### src/hdl/kch_pkg.sv
// Shared constants, types and helper functions of the k-mer count histogram.
package kch_pkg;

  // Word length of a k-mer and size of the symbol alphabet.
  localparam int KMER_LEN      = 3;
  localparam int ALPHABET_SIZE = 20;

  // Integer power, evaluated at elaboration only.
  function automatic int ipow(input int base, input int exp);
    int acc;
    acc = 1;
    for (int i = 0; i < exp; i++) begin
      acc = acc * base;
    end
    return acc;
  endfunction

  // Table sizes derived from the k-mer length and the alphabet.
  localparam int PREFIX_SPACE = ipow(ALPHABET_SIZE, KMER_LEN - 1);
  localparam int SLIDE_MOD    = ipow(ALPHABET_SIZE, KMER_LEN - 2);
  localparam int KMER_SPACE   = PREFIX_SPACE * ALPHABET_SIZE;

  // Field widths of the transaction payloads.
  localparam int SYM_W  = 5;
  localparam int SEL_W  = 2;
  localparam int RADR_W = 13;
  localparam int CNT_W  = 32;

  // Internal widths.
  localparam int KA_W  = $clog2(KMER_SPACE);
  localparam int WIN_W = $clog2(PREFIX_SPACE);
  localparam int POS_W = $clog2(KMER_LEN);

  localparam logic [CNT_W-1:0] CNT_MAX = '1;

  // Read targets selected by table_select.
  localparam logic [SEL_W-1:0] TSEL_KMER   = 2'd0;
  localparam logic [SEL_W-1:0] TSEL_PREFIX = 2'd1;
  localparam logic [SEL_W-1:0] TSEL_SYMBOL = 2'd2;
  localparam logic [SEL_W-1:0] TSEL_TOTALS = 2'd3;

  // Addresses of the totals.
  localparam logic [RADR_W-1:0] TOT_KMER   = 13'd0;
  localparam logic [RADR_W-1:0] TOT_SYMBOL = 13'd1;
  localparam logic [RADR_W-1:0] TOT_RECORD = 13'd2;

  // Operation sent to a counter bank.
  typedef enum logic [1:0] {
    OP_NONE,
    OP_READ,
    OP_INC
  } cnt_op_e;

  typedef struct packed {
    cnt_op_e           op;
    logic [KA_W-1:0]   addr;
  } cnt_req_t;

  typedef struct packed {
    logic              ready;
    logic [CNT_W-1:0]  value;
  } cnt_rsp_t;

  // Saturating increment of a counter.
  function automatic logic [CNT_W-1:0] sat_inc(input logic [CNT_W-1:0] c);
    return (c == CNT_MAX) ? c : c + CNT_W'(1);
  endfunction

endpackage

### src/hdl/kch_cnt_bank.sv
// Counter bank: one synchronous memory with read-modify-write, forwarding and clear sweep.
module kch_cnt_bank
  import kch_pkg::*;
#(
  parameter int Depth = 20
) (
  input  logic     clk_i,
  input  logic     rst_ni,
  input  logic     en_i,
  input  cnt_req_t req_i,
  output cnt_rsp_t rsp_o
);

  localparam int AW = (Depth > 1) ? $clog2(Depth) : 1;

  logic [CNT_W-1:0] mem [Depth];
  logic [CNT_W-1:0] rdata_q;

  // Second stage of the read-modify-write.
  cnt_op_e          s1_op_q;
  logic [AW-1:0]    s1_addr_q;

  // Last increment written, for a read issued in the same cycle as that write.
  logic             fwd_valid_q;
  logic [AW-1:0]    fwd_addr_q;
  logic [CNT_W-1:0] fwd_data_q;

  // Clear sweep after reset.
  logic [AW-1:0]    clr_cnt_q;
  logic             clr_done_q;

  logic [CNT_W-1:0] cur_value;
  logic [CNT_W-1:0] inc_value;
  logic             upd_en;
  logic             wr_en;
  logic [AW-1:0]    wr_addr;
  logic [CNT_W-1:0] wr_data;

  // Current value of the entry in the second stage, with forwarding.
  always_comb begin
    if (fwd_valid_q && (fwd_addr_q == s1_addr_q)) begin
      cur_value = fwd_data_q;
    end else begin
      cur_value = rdata_q;
    end
    inc_value = sat_inc(cur_value);
    upd_en    = en_i && (s1_op_q == OP_INC);
    if (!clr_done_q) begin
      wr_en   = 1'b1;
      wr_addr = clr_cnt_q;
      wr_data = '0;
    end else begin
      wr_en   = upd_en;
      wr_addr = s1_addr_q;
      wr_data = inc_value;
    end
  end

  // Memory array: one write and one registered read per cycle.
  always_ff @(posedge clk_i) begin
    if (wr_en) begin
      mem[wr_addr] <= wr_data;
    end
    if (en_i) begin
      rdata_q <= mem[req_i.addr[AW-1:0]];
    end
  end

  // Pipeline, forwarding and clear control.
  always_ff @(posedge clk_i or negedge rst_ni) begin
    if (!rst_ni) begin
      s1_op_q     <= OP_NONE;
      s1_addr_q   <= '0;
      fwd_valid_q <= 1'b0;
      fwd_addr_q  <= '0;
      fwd_data_q  <= '0;
      clr_cnt_q   <= '0;
      clr_done_q  <= 1'b0;
    end else begin
      if (!clr_done_q) begin
        if (clr_cnt_q == AW'(Depth - 1)) begin
          clr_done_q <= 1'b1;
        end else begin
          clr_cnt_q <= clr_cnt_q + AW'(1);
        end
      end
      if (en_i) begin
        s1_op_q   <= req_i.op;
        s1_addr_q <= req_i.addr[AW-1:0];
      end
      if (upd_en) begin
        fwd_valid_q <= 1'b1;
        fwd_addr_q  <= s1_addr_q;
        fwd_data_q  <= inc_value;
      end
    end
  end

  assign rsp_o.ready = clr_done_q;
  assign rsp_o.value = cur_value;

endmodule

### config.mk
export PLATFORM = sky130hd
export DESIGN_NAME = kch_cnt_bank
export DESIGN_NICKNAME = d
export VERILOG_FILES = /design/src/hdl/kch_pkg.sv /design/src/hdl/kch_cnt_bank.sv
export SDC_FILE = /design/constraint.sdc
export NUM_CORES = 1
export LEC_CHECK = 0
export BUFFER_PORTS_ARGS = -buffer_cell sky130_fd_sc_hd__buf_2
export CORE_MARGIN = 8
export CORE_UTILIZATION = 43
export CTS_BUF_LIST = sky130_fd_sc_hd__clkbuf_8 sky130_fd_sc_hd__clkbuf_16
export DETAILED_ROUTE_END_ITERATION = 6
export PLACE_DENSITY = 0.54
export SLEW_MARGIN = 25
export SYNTH_ARGS = -nofsm -noshare
export SYNTH_HDL_FRONTEND = slang
export SYNTH_SLANG_ARGS = --single-unit
### constraint.sdc
create_clock -name clk_i -period 5.1 [get_ports clk_i]
set_input_delay 0.765 -clock clk_i [delete_from_list [all_inputs] [get_ports clk_i]]
set_output_delay 0.765 -clock clk_i [all_outputs]
set_load 0.005 [all_outputs]
==> impl_metrics.yaml, run 1 <==
outcome:
  status: "finished clean"
routing:
  vias: 14770
  drtPass1Iterations: 5
  vias_per_cell: 5.878
  drc: 0
  drt-initial-drc-count: 1558
  routed_wl_um: 72550
  post_drt_wl_per_cell_um: 28.87
  ant_nets: 0
synthesis:
  post-synth-top-area-cell: "edfxtp_1"
  yosys.cell_types.count: 63
  ys_async_sr_fraction_pct: 7.054
  synth.avg_cell_area_um2: 20.02
  yosysWarnings: 0
  synth-seq-area-share_pct: 72.51
  ys_ff_latch: 723
  synthTopCellsByArea: "edfxtp_1 68%, mux4_2 15%, dfrtp_1 4.3%"
  synth_edf_count: 672
  synth.top_cell.area_share_pct: 68.20
  syn_area_mm2: 0.02959
  netlist_instances: 1478
  syn_nets: 1498
  ys.flop_type: "edfxtp_1"
global_route:
  grt_max_degree: 64
  gr-total-overflow: 0
  grt_pass1_vias: 15190
  grt_pass1_wl_um: 106400
  grt_antenna_before_repair: 4
  grtUsageTotal_pct: 18.84
cells_and_area:
  synthToLayoutAreaGrowth_pct: 13.52
  multi_input_area_mm2: 0.007819
  fin_nets: 1594
  drive_gt1_share_pct: 31.10
  final_core_util_pct: 49.15
  fillers: 5624
  register_area_mm2: 0.02146
power:
  netSwitchingPower_mw: 3.151
  p_clk_share_pct: 38.9
  seqPwrFrac_pct: 52.3
  vdd_drop_max_v: 0.0002527
  leakage_nw: 10.82
  internal_power_mw: 10.25
  p_sw_share_pct: 23.51
  power_density_mw_per_mm2: 399.1
  power_frac_comb_pct: 8.8
critical_path:
  cp-end-kind: "flip-flop"
  path_cells: "xnor2_1, and4_1, nand2_4, mux2i_1, inv_1, ha_1, nand4_1, nor4_1, nand2b_1, mux2i_2, buf_4, nor3b_2, xnor2_1, and2_1"
  path_class: "flip-flop to flip-flop"
  reg2reg_slack_ns: 0.61
  cp_slowest_cell: "and2_1"
  critPathMaxStageDelay_ns: 0.61
  critPathLaunchType: "flip-flop"
  crit_required_ns: 5.41
  arrival_ns: 4.80
  cp-startpoint: "s1_addr_q[3]$_DFFE_PN0P_"
  regToRegStartpoint: "s1_addr_q[3]$_DFFE_PN0P_"
  crit_top_cell: "xnor2_1"
  cp_max_fo: 20
die:
  die-area_mm2: 0.07746
  die_x_um: 278.3
  core_region_area_mm2: 0.06835
  die_h_um: 278.3
  placementRows: 96
  pin_count: 51
  start_util_pct: 43.29
clocking:
  cts-root-buf: "clkbuf_16"
  clkSinkCount: 723
  hold_buffers: 0
  post_cts_resized: 0
  cts_buffers: 76
  cts_setup_buffers: 0
  htreeDepth: 3
  clkSlewWorstSetupHoldPaths_ns: 0.06
  clk-insertion-delay-late_ns: 0.61
  cts_tree: "built"
  clk_path_buf_depth: 3
sta:
  period_minus_slack_ns: 4.490
  clock-skew-final_ns: 0.02523
  slew_headroom_pct: 39.28
  setup_viol: 0
  fin_crit_sh_pct: 88.03
  rsz0062_at_grt: "false"
  tightest_slew_ns: 0.9087
  maxSlewViolCount: 0
  max_freq_mhz: 222.7
  hold_violations: 0
  finalSetupTns_ns: 0
place:
  portBuffers: 42
  place_congestion: 0.8883
  dp.final_hpwl_um: 41400
job:
  cap_viol_max_count: 0
worst_hold_path:
  hp-class: "primary input to async pin"
-- metrics by stage --
stage	setup slack [ns]	instances	hold slack [ns]	cell area (um^2)	total power, mW
floorplan	1.376	1478	0.4484	29590	7.870
global placement	0.5814	2376	0.4660	31200	8.281
detailed placement	0.6566	2378	0.4663	31250	8.317
CTS	0.6489	2512	0.3036	33590	13.54
global route	0.3262	2512	0.3319	33590	13.87
finish	0.6103	2513	0.2843	33590	13.41
-- path summary, 6_finish.rpt --
kind                       cells after the start                 endpoint
min                                            2   s1_op_q[1]$_DFFE_PN0P_
min reg2reg                                    1  fwd_valid_q$_DFFE_PN0P_
min in group clk_i                             2   s1_op_q[1]$_DFFE_PN0P_
max reg2reg                                   14     mem[3][20]$_DFFE_PP_
max                                           14     mem[3][20]$_DFFE_PP_
max in group asynchronous                      2     clr_done_q$_DFF_PN0_
-- state kept, by name, indices dropped and copies added, names as in the netlist --
name and cells:
clr_cnt_q 5, clr_done_q 1, fwd_addr_q 5, fwd_data_q 32, fwd_valid_q 1, mem 640
rdata_q 32, s1_addr_q 5, s1_op_q 2
-- placed cells by master (no fill, tap or decap), types with 5 or more instances in the layout --
master,synthesis,layout
edfxtp_1,672,672
mux4_2,192,192
clkbuf_16,0,80
mux2_2,67,67
nand2_1,63,63
dfrtp_1,51,50
inv_1,32,48
buf_4,4,46
buf_2,19,39
xnor2_1,32,32
and2_1,31,31
mux2i_1,26,26
nor2_1,44,23
nand3_1,22,22
nor2_4,0,21
clkinv_1,0,18
and3_1,15,15
nand4_1,15,15
o21ai_0,15,15
nor3_1,14,14
a21oi_1,14,13
clkinv_2,0,13
and4_1,9,9
buf_12,0,9
o211ai_1,6,6
nor4_1,5,5
o221ai_1,5,5
-- Yosys cell counts (3+ instances only) --
cell type and instances:
and3_1 15, clkbuf_1 43, nor2_1 44, dfrtp_1 51, mux2i_1 26, nor3_1 14
mux2_4 4, nor4_1 5, xnor2_1 32, mux2_2 67, xnor2_2 3, o221ai_1 5
inv_1 32, nor3b_1 3, a211oi_1 4, a21oi_1 14, buf_6 3, and2_1 31
edfxtp_1 672, nand4_1 15, nor4_2 3, buf_2 19, or3_1 3, buf_4 4
nand2b_1 4, nand2_1 63, xor2_1 4, a31oi_1 4, mux4_2 192, and4_1 9
nor2b_1 4, o211ai_1 6, o21ai_0 15, nand3_1 22, buf_1 8
-- critical path, delay by kind of cell (launching register included) --
| kind | cells | cell delay, ns |
|---|---|---|
| xor gates and xnor gates | 2 | 0.46 |
| DFF | 1 | 0.42 |
| muxes | 2 | 0.56 |
| adders and majority gates | 1 | 0.22 |
| and+or+nand+nor | 7 | 2.23 |
| buffers and inverters | 2 | 0.29 |
-- cell type report --
cell class                 count  area share [%]
antenna                        1        0.007450
clock buffer                  80           5.960
clock inverter                54           1.009
inverter                      32          0.3576
multi-input combinational    645           23.28
sequential                   723           63.88
tap                          882           3.285
timing repair buffer          96           2.224
-- metal layers --
metal  vias up  wire (um)  GRT usage, %
li1       6222          -             -
met1      7997      33470         27.60
met2       446      33490         29.03
met3       107       3987         3.400
met4         0       1604         5.107
met5         -          0             0
-- power by group through the flow --
stage	combinational [mW]	clock (mW)	sequential [mW]
after global routing	1.28	5.56	7.03
after detailed placement	1.19	0	7.13
after CTS	1.19	5.35	7.00
final	1.18	5.21	7.01
after floorplan	0.809	0	7.06
after global placement	1.16	0	7.12
-- cell families (layout without fill, tap and decap cells) --
| kind of cell | Yosys count | in the layout | synth area share, % |
|---|---|---|---|
| other | 0 | 1 | 0 |
| buffers and inverters | 110 | 262 | 1.641 |
| and+or+nand+nor | 253 | 253 | 4.736 |
| xor gates and xnor gates | 39 | 39 | 1.230 |
| DFF | 723 | 723 | 72.51 |
| AOI/OAI and AO/OA | 59 | 59 | 1.383 |
| adders and majority gates | 2 | 2 | 0.08456 |
| muxes | 292 | 292 | 18.42 |
Power figures use the tool's default switching activity.
==> inputs of run 2 (changes only) <==
--- a/config.mk
+++ b/config.mk
@@ -5,6 +5,7 @@
 export SDC_FILE = /design/constraint.sdc
 export NUM_CORES = 1
 export LEC_CHECK = 0
+export ABC_AREA = 1
 export BUFFER_PORTS_ARGS = -buffer_cell sky130_fd_sc_hd__buf_2
 export CORE_MARGIN = 8
 export CORE_UTILIZATION = 43
==> run 2 against run 1 <==
- cell count up 42%
- wire length up 17%
- critical path depth up 1
- clock skew down 0.0013 ns
- highest routed layer unchanged
- core utilization down 0.23 points
- critical path type unchanged
- fmax up 10%
- combinational power up 31%
- clock power up 8.3%
==> impl_metrics.yaml, run 2 <==
place:
  dp_worst_setup_slack_ns: 1.041
  place_congestion: 0.8766
  place_area_mm2: 0.03156
  dp.final_hpwl_um: 48910
  portBuffers: 42
  dp.cells: 3426
synthesis:
  synth_adder_area_share_pct: 0.08281
  synth.avg_cell_area_um2: 11.89
  synth_simple_gate_area_share_pct: 13.03
  netlist_instances: 2541
  post-synth-top-area-cell: "edfxtp_1"
  synthTopCellsByArea: "edfxtp_1 67%, o21ai_0 5.6%, nor2_1 5.3%"
  yosysWarnings: 0
  ys_async_sr_fraction_pct: 7.054
  synth-seq-area-share_pct: 71.00
  ys_ff_latch: 723
  ys.flop_type: "edfxtp_1"
  yosysMostFrequentCell: "edfxtp_1"
  muxShareOfSynthArea_pct: 0.07453
  yosys.cell_types.count: 36
  synth_compound_area_share_pct: 11.80
  syn_area_mm2: 0.03022
  synth_top_family_by_area: "simple AND/OR/NAND/NOR gates"
  yosys-top-cells-count: "672 x edfxtp_1, 423 x nor2_1, 339 x o21ai_0, 332 x nand2_1, 123 x clkbuf_1"
  synth_xor_xnor_area_share_pct: 0.2319
  synth_edf_count: 672
  syn_nets: 2561
  synth.top_cell.area_share_pct: 66.78
cells_and_area:
  top_regs: "mem (640), fwd_data_q (32), rdata_q (32)"
  largest_register: "mem"
  largest_register_ffs: 640
  synthToLayoutAreaGrowth_pct: 12.96
  final_cell_mix: "672 x edfxtp_1, 403 x nor2_1, 339 x o21ai_0"
  fin_nets: 2586
  layout_commonest_cell: "edfxtp_1"
  final_area_mm2: 0.03414
  drive_gt1_share_pct: 12.18
  stdcell_count: 3569
critical_path:
  critPathLaunchType: "flip-flop"
  arrival_ns: 4.40
  worstRegToRegCells: 15
  cp_max_fo: 43
  path_class: "flip-flop to flip-flop"
  crit_required_ns: 5.44
  reg2reg_slack_ns: 1.03
  regToRegStartpoint: "s1_addr_q[4]$_DFFE_PN0P_"
  cp-end-kind: "flip-flop"
  regToRegEndpoint: "mem[5][17]$_DFFE_PP_"
power:
  power_density_mw_per_mm2: 414.9
  report.power.total_mw: 14.16
  vdd_drop_max_v: 0.0002274
  leakage_nw: 11.88
routing:
  drc: 0
  drt-initial-drc-count: 1850
  ant_nets: 0
  drtPass1Iterations: 5
  vias: 20320
  routed_wl_um: 84700
  vias_per_cell: 5.694
  post_drt_wl_per_cell_um: 23.73
sta:
  period_minus_slack_ns: 4.069
  finalSetupTns_ns: 0
  fin_crit_sh_pct: 79.78
  clock-skew-final_ns: 0.02389
  hold_violations: 0
  setup_ws_ns: 1.031
  slew_headroom_pct: 29.09
  max_freq_mhz: 245.8
  tightest_slew_ns: 1.061
  rsz0062_at_grt: "false"
  maxSlewViolCount: 0
  setup_viol: 0
clocking:
  clk-insertion-delay-late_ns: 0.62
  post_cts_resized: 0
  cts-root-buf: "clkbuf_16"
  clkSlewWorstSetupHoldPaths_ns: 0.06
  hold_buffers: 0
  htreeDepth: 3
  cts_setup_buffers: 0
  clkSinkCount: 723
  cts_tree: "built"
  clk_path_buf_depth: 3
  cts_buffers: 78
die:
  die_x_um: 281.1
  die-area_mm2: 0.07901
  placementRows: 97
  die_h_um: 281.1
  pin_count: 51
  start_util_pct: 43.30
  core_region_area_mm2: 0.06979
global_route:
  grt_antenna_before_repair: 1
  grtUsageTotal_pct: 21.16
  grt_max_degree: 148
  grt_pass1_vias: 19810
  grt_pass1_wl_um: 126100
  gr-total-overflow: 0
worst_hold_path:
  hp-class: "primary input to async pin"
outcome:
  status: "finished clean"
job:
  cap_viol_max_count: 0
==> run 2: cell types whose count changed after synthesis, moves of 35 or more <==
cell / change
a21oi_1: +35
o22ai_1: +76
mux4_2: -192
o21ai_0: +324
mux2_2: -65
clkbuf_1: +80
inv_1: +60
nand2_1: +269
nor2_1: +379
a31oi_1: +38
o221ai_1: +59
nand3_1: +94
==> run 2: how the worst max path moves through the flow <==
stage | from | endpoint | slack (ns) | cells after the start
2_1_floorplan | s1_addr_q[4]$_DFFE_PN0P_ | mem[0][9]$_DFFE_PP_ | 1.93 | 16
3_3_place_gp | s1_addr_q[4]$_DFFE_PN0P_ | mem[2][27]$_DFFE_PP_ | 1.15 | 15
3_5_place_dp | s1_addr_q[4]$_DFFE_PN0P_ | mem[5][31]$_DFFE_PP_ | 1.04 | 15
4_1_cts | s1_addr_q[4]$_DFFE_PN0P_ | mem[5][17]$_DFFE_PP_ | 1.03 | 15
5_1_grt | fwd_addr_q[4]$_DFFE_PN0P_ | mem[6][27]$_DFFE_PP_ | 0.70 | 15
6_report | s1_addr_q[4]$_DFFE_PN0P_ | mem[5][17]$_DFFE_PP_ | 1.03 | 15
==> run 2: layer usage <==
| metal | track usage (%) | routed length [um] | part of all wire [%] |
|---|---|---|---|
| met2 | 34.04 | 39460 | 47 |
| met1 | 29.26 | 37110 | 44 |
| met3 | 3.552 | 5853 | 6.9 |
| met5 | 0 | 0 | 0 |
| met4 | 6.695 | 2277 | 2.7 |
==> run 2: metrics by stage <==
stage	util (%)	hold slack (ns)
2_1_floorplan	-	0.4469
3_3_place_gp	45.22	0.4622
3_5_place_dp	45.22	0.4696
4_1_cts	48.91	0.3135
5_1_grt	48.91	0.3532
6_report	48.92	0.2912
==> run 2: power breakdown <==
| group | internal (mW) | switching [mW] | total [mW] |
|---|---|---|---|
| Combinational | 0.389 | 1.17 | 1.55 |
| Clock | 3.35 | 2.28 | 5.64 |
| Sequential | 6.88 | 0.0861 | 6.97 |
==> run 2: area by class of cell <==
cell class	count	area (um^2)
Timing Repair Buffer	106	755.7
Clock inverter	58	486.7
Antenna cell	1	2.502
Multi-Input combinational cell	1554	7772
Fill cell	6163	35650
Inverter	103	396.6
Clock buffer	84	2091
Tap cell	940	1176
Sequential cell	723	21460
==> run 2: cell families after synthesis <==
kind of cell,after synthesis
fa+ha+maj,2
flops,723
compound gates,605
buf+inv,264
xor+xnor,8
mux,2
simple gates,937
==> run 2: worst max-delay path: stages (launching register included) <==
cell and delay, ns:
dfrtp_1 0.41, inv_2 0.06, nand2_1 0.06, nand2_1 0.04
nor2_1 0.12, nand3_2 0.35, o21ai_2 0.45, ha_1 0.29
nand2_1 0.13, nor2_4 0.20, nand2_2 0.13, nor2_4 0.20
nand2_4 0.35, nand3_2 0.23, nand2_1 0.21, inv_1 0.47
==> inputs of run 3 (changes only) <==
--- a/config.mk
+++ b/config.mk
@@ -5,13 +5,13 @@
 export SDC_FILE = /design/constraint.sdc
 export NUM_CORES = 1
 export LEC_CHECK = 0
-export ABC_AREA = 1
+export ABC_AREA = 0
 export BUFFER_PORTS_ARGS = -buffer_cell sky130_fd_sc_hd__buf_2
 export CORE_MARGIN = 8
 export CORE_UTILIZATION = 43
 export CTS_BUF_LIST = sky130_fd_sc_hd__clkbuf_8 sky130_fd_sc_hd__clkbuf_16
 export DETAILED_ROUTE_END_ITERATION = 6
-export PLACE_DENSITY = 0.54
+export PLACE_DENSITY = 0.56
 export SLEW_MARGIN = 25
 export SYNTH_ARGS = -nofsm -noshare
 export SYNTH_HDL_FRONTEND = slang
==> constraint.sdc (replaced) <==
create_clock -name clk_i -period 3.7 [get_ports clk_i]
set_input_delay 0.555 -clock clk_i [delete_from_list [all_inputs] [get_ports clk_i]]
set_output_delay 0.555 -clock clk_i [all_outputs]
set_load 0.005 [all_outputs]
==> run 3 against run 2 <==
- critical path type is now flip-flop to primary output
- first-iteration DRC count shrank 24%
- sequential share of layout area shrank 0.095 points
- register-to-register slack lost 0.89 ns
- global-route usage shrank 1.8 points
- design area grew 0.16%
- largest power group unchanged
- hold slack lost 0.21 ns
- worst setup slack lost 0.90 ns
- die area shrank 2.0%
- cell count shrank 28%
- sequential power grew 38%
==> impl_metrics.yaml, run 3 (same netlist as run 1, synthesis figures left out) <==
cells_and_area:
  largest_register: "mem"
  n_antenna_cell: 0
  fillers: 5525
  top_regs: "mem (640), fwd_data_q (32), rdata_q (32)"
  layout_commonest_cell: "edfxtp_1"
  final_cell_mix: "672 x edfxtp_1, 192 x mux4_2, 98 x buf_4"
  drive_gt1_share_pct: 35.01
  synthToLayoutAreaGrowth_pct: 15.55
  final_core_util_pct: 50.03
  fin_nets: 1655
  largest_register_ffs: 640
  stdcell_count: 2576
place:
  dp_worst_setup_slack_ns: -0.2905
  dp.cells: 2434
  dp.final_hpwl_um: 45070
  portBuffers: 42
  place_congestion: 0.8813
critical_path:
  crit_buf_inv: 4
  cp_slowest_cell: "mux2i_1"
  path_cells: "xnor2_1, buf_4, nand4_4, nor2_8, buf_6, mux2i_1, inv_1, buf_2"
  cp_max_fo: 50
  critPathMaxStageDelay_ns: 0.60
  path_class: "flip-flop to primary output"
  cp-startpoint: "fwd_addr_q[3]$_DFFE_PN0P_"
  critPathLaunchType: "flip-flop"
  crit_required_ns: 3.14
  regToRegStartpoint: "fwd_addr_q[3]$_DFFE_PN0P_"
  arrival_ns: 3.02
  cp-end-kind: "primary output"
  path_delay_family: "buffers and inverters"
routing:
  drtPass1Iterations: 7
  drt-initial-drc-count: 1405
  vias_per_cell: 5.843
  post_drt_wl_per_cell_um: 29.28
  ant_nets: 0
  drc: 0
  vias: 15050
  routed_wl_um: 75420
global_route:
  grt_pass1_wl_um: 109500
  grt_max_degree: 51
  gr-total-overflow: 0
  grtUsageTotal_pct: 19.40
  grt_antenna_before_repair: 1
  grt_pass1_vias: 15410
power:
  power_density_mw_per_mm2: 545.8
  vdd_drop_max_v: 0.0003247
  report.power.total_mw: 18.66
  leakage_nw: 11.24
clocking:
  clkSlewWorstSetupHoldPaths_ns: 0.06
  cts_tree: "built"
  cts_buffers: 78
  htreeDepth: 3
  hold_buffers: 0
  clk_path_buf_depth: 3
  clkSinkCount: 723
  clk-insertion-delay-late_ns: 0.62
  cts-root-buf: "clkbuf_16"
die:
  start_util_pct: 43.29
  pin_count: 51
  placementRows: 96
  die_x_um: 278.3
  die_h_um: 278.3
  die-area_mm2: 0.07746
  core_region_area_mm2: 0.06835
worst_hold_path:
  hp-class: "primary input to async pin"
job:
  cap_viol_max_count: 0
sta:
  slew_headroom_pct: 33.49
  fin_crit_sh_pct: 96.50
  setup_ws_ns: 0.1294
  tightest_slew_ns: 0.9977
  maxSlewViolCount: 0
  max_freq_mhz: 280.1
  clock-skew-final_ns: 0.02880
  setup_viol: 0
  period_minus_slack_ns: 3.571
  finalSetupTns_ns: 0
  hold_violations: 0
outcome:
  status: "finished clean"
-- run 3: cell types whose count changed in the layout (fill, tap and decap cells not counted), sizes merged, moves of 32 or more --
| cell | previous run | this run |
|---|---|---|
| a21oi | 49 | 14 |
| a31oi | 44 | 4 |
| and2 | 0 | 32 |
| buf | 106 | 154 |
| inv | 115 | 59 |
| mux2 | 2 | 71 |
| mux4 | 0 | 192 |
| nand2 | 361 | 64 |
| nand3 | 135 | 22 |
| nor2 | 435 | 45 |
| o21ai | 350 | 15 |
| o221ai | 64 | 6 |
| o22ai | 76 | 0 |
-- run 3: metrics by stage --
stage / cell area, um^2 / hold WS (ns)
after global routing: 34190 / 0.1065
final: 34190 / 0.07987
after detailed placement: 31730 / 0.4830
after global placement: 31730 / 0.4790
after CTS: 34120 / 0.07390
after floorplan: 29600 / 0.2594
-- run 3: worst paths after layout --
kind / end / cells after the start / slack, ns
max: rsp_o[3] / 8 / 0.13
min: s1_op_q[1]$_DFFE_PN0P_ / 1 / 0.08
max reg2reg: mem[5][7]$_DFFE_PP_ / 15 / 0.14
min reg2reg: fwd_addr_q[3]$_DFFE_PN0P_ / 2 / 0.50
max in group asynchronous: fwd_addr_q[0]$_DFFE_PN0P_ / 2 / 2.70
min in group clk_i: s1_op_q[0]$_DFFE_PN0P_ / 2 / 0.17
-- run 3: worst register-to-register path, stage by stage, from the launching register on --
cell      delay, ns
dfrtp_1        0.39
xnor2_1        0.21
buf_4          0.15
nand4_4        0.13
nor2_8         0.16
mux2_2         0.35
ha_1           0.22
nand4_1        0.17
nor2_1         0.09
a211oi_1       0.35
buf_4          0.24
buf_4          0.14
o211ai_1       0.10
xnor2_1        0.15
o211a_1        0.29
buf_12         0.18
-- run 3: power breakdown --
group	switching, mW	internal (mW)
logic	1.07	0.721
registers	0.234	9.41
clock network	3.11	4.11
-- run 3: cell type report --
type	count	area (um^2)	share of cell area (%)
Tap cell	882	1104	3.228
Timing Repair Buffer	154	1249	3.652
Sequential cell	723	21460	62.76
Clock inverter	59	349.1	1.021
Inverter	32	120.1	0.3513
Multi-Input combinational cell	646	7910	23.14
Clock buffer	80	2002	5.855
-- run 3: metal layers --
metal	track usage (%)	wire, um
met1	28.34	34330
met2	30.94	36170
met3	2.571	3728
met4	4.719	1189
met5	0	0
-- run 3: what timing repair did --
item / CTS / global route
setup buffers: 0 / 2
resized for setup: 22 / 19
gates cloned: 0 / 1
setup endpoints to repair: 378 / 442
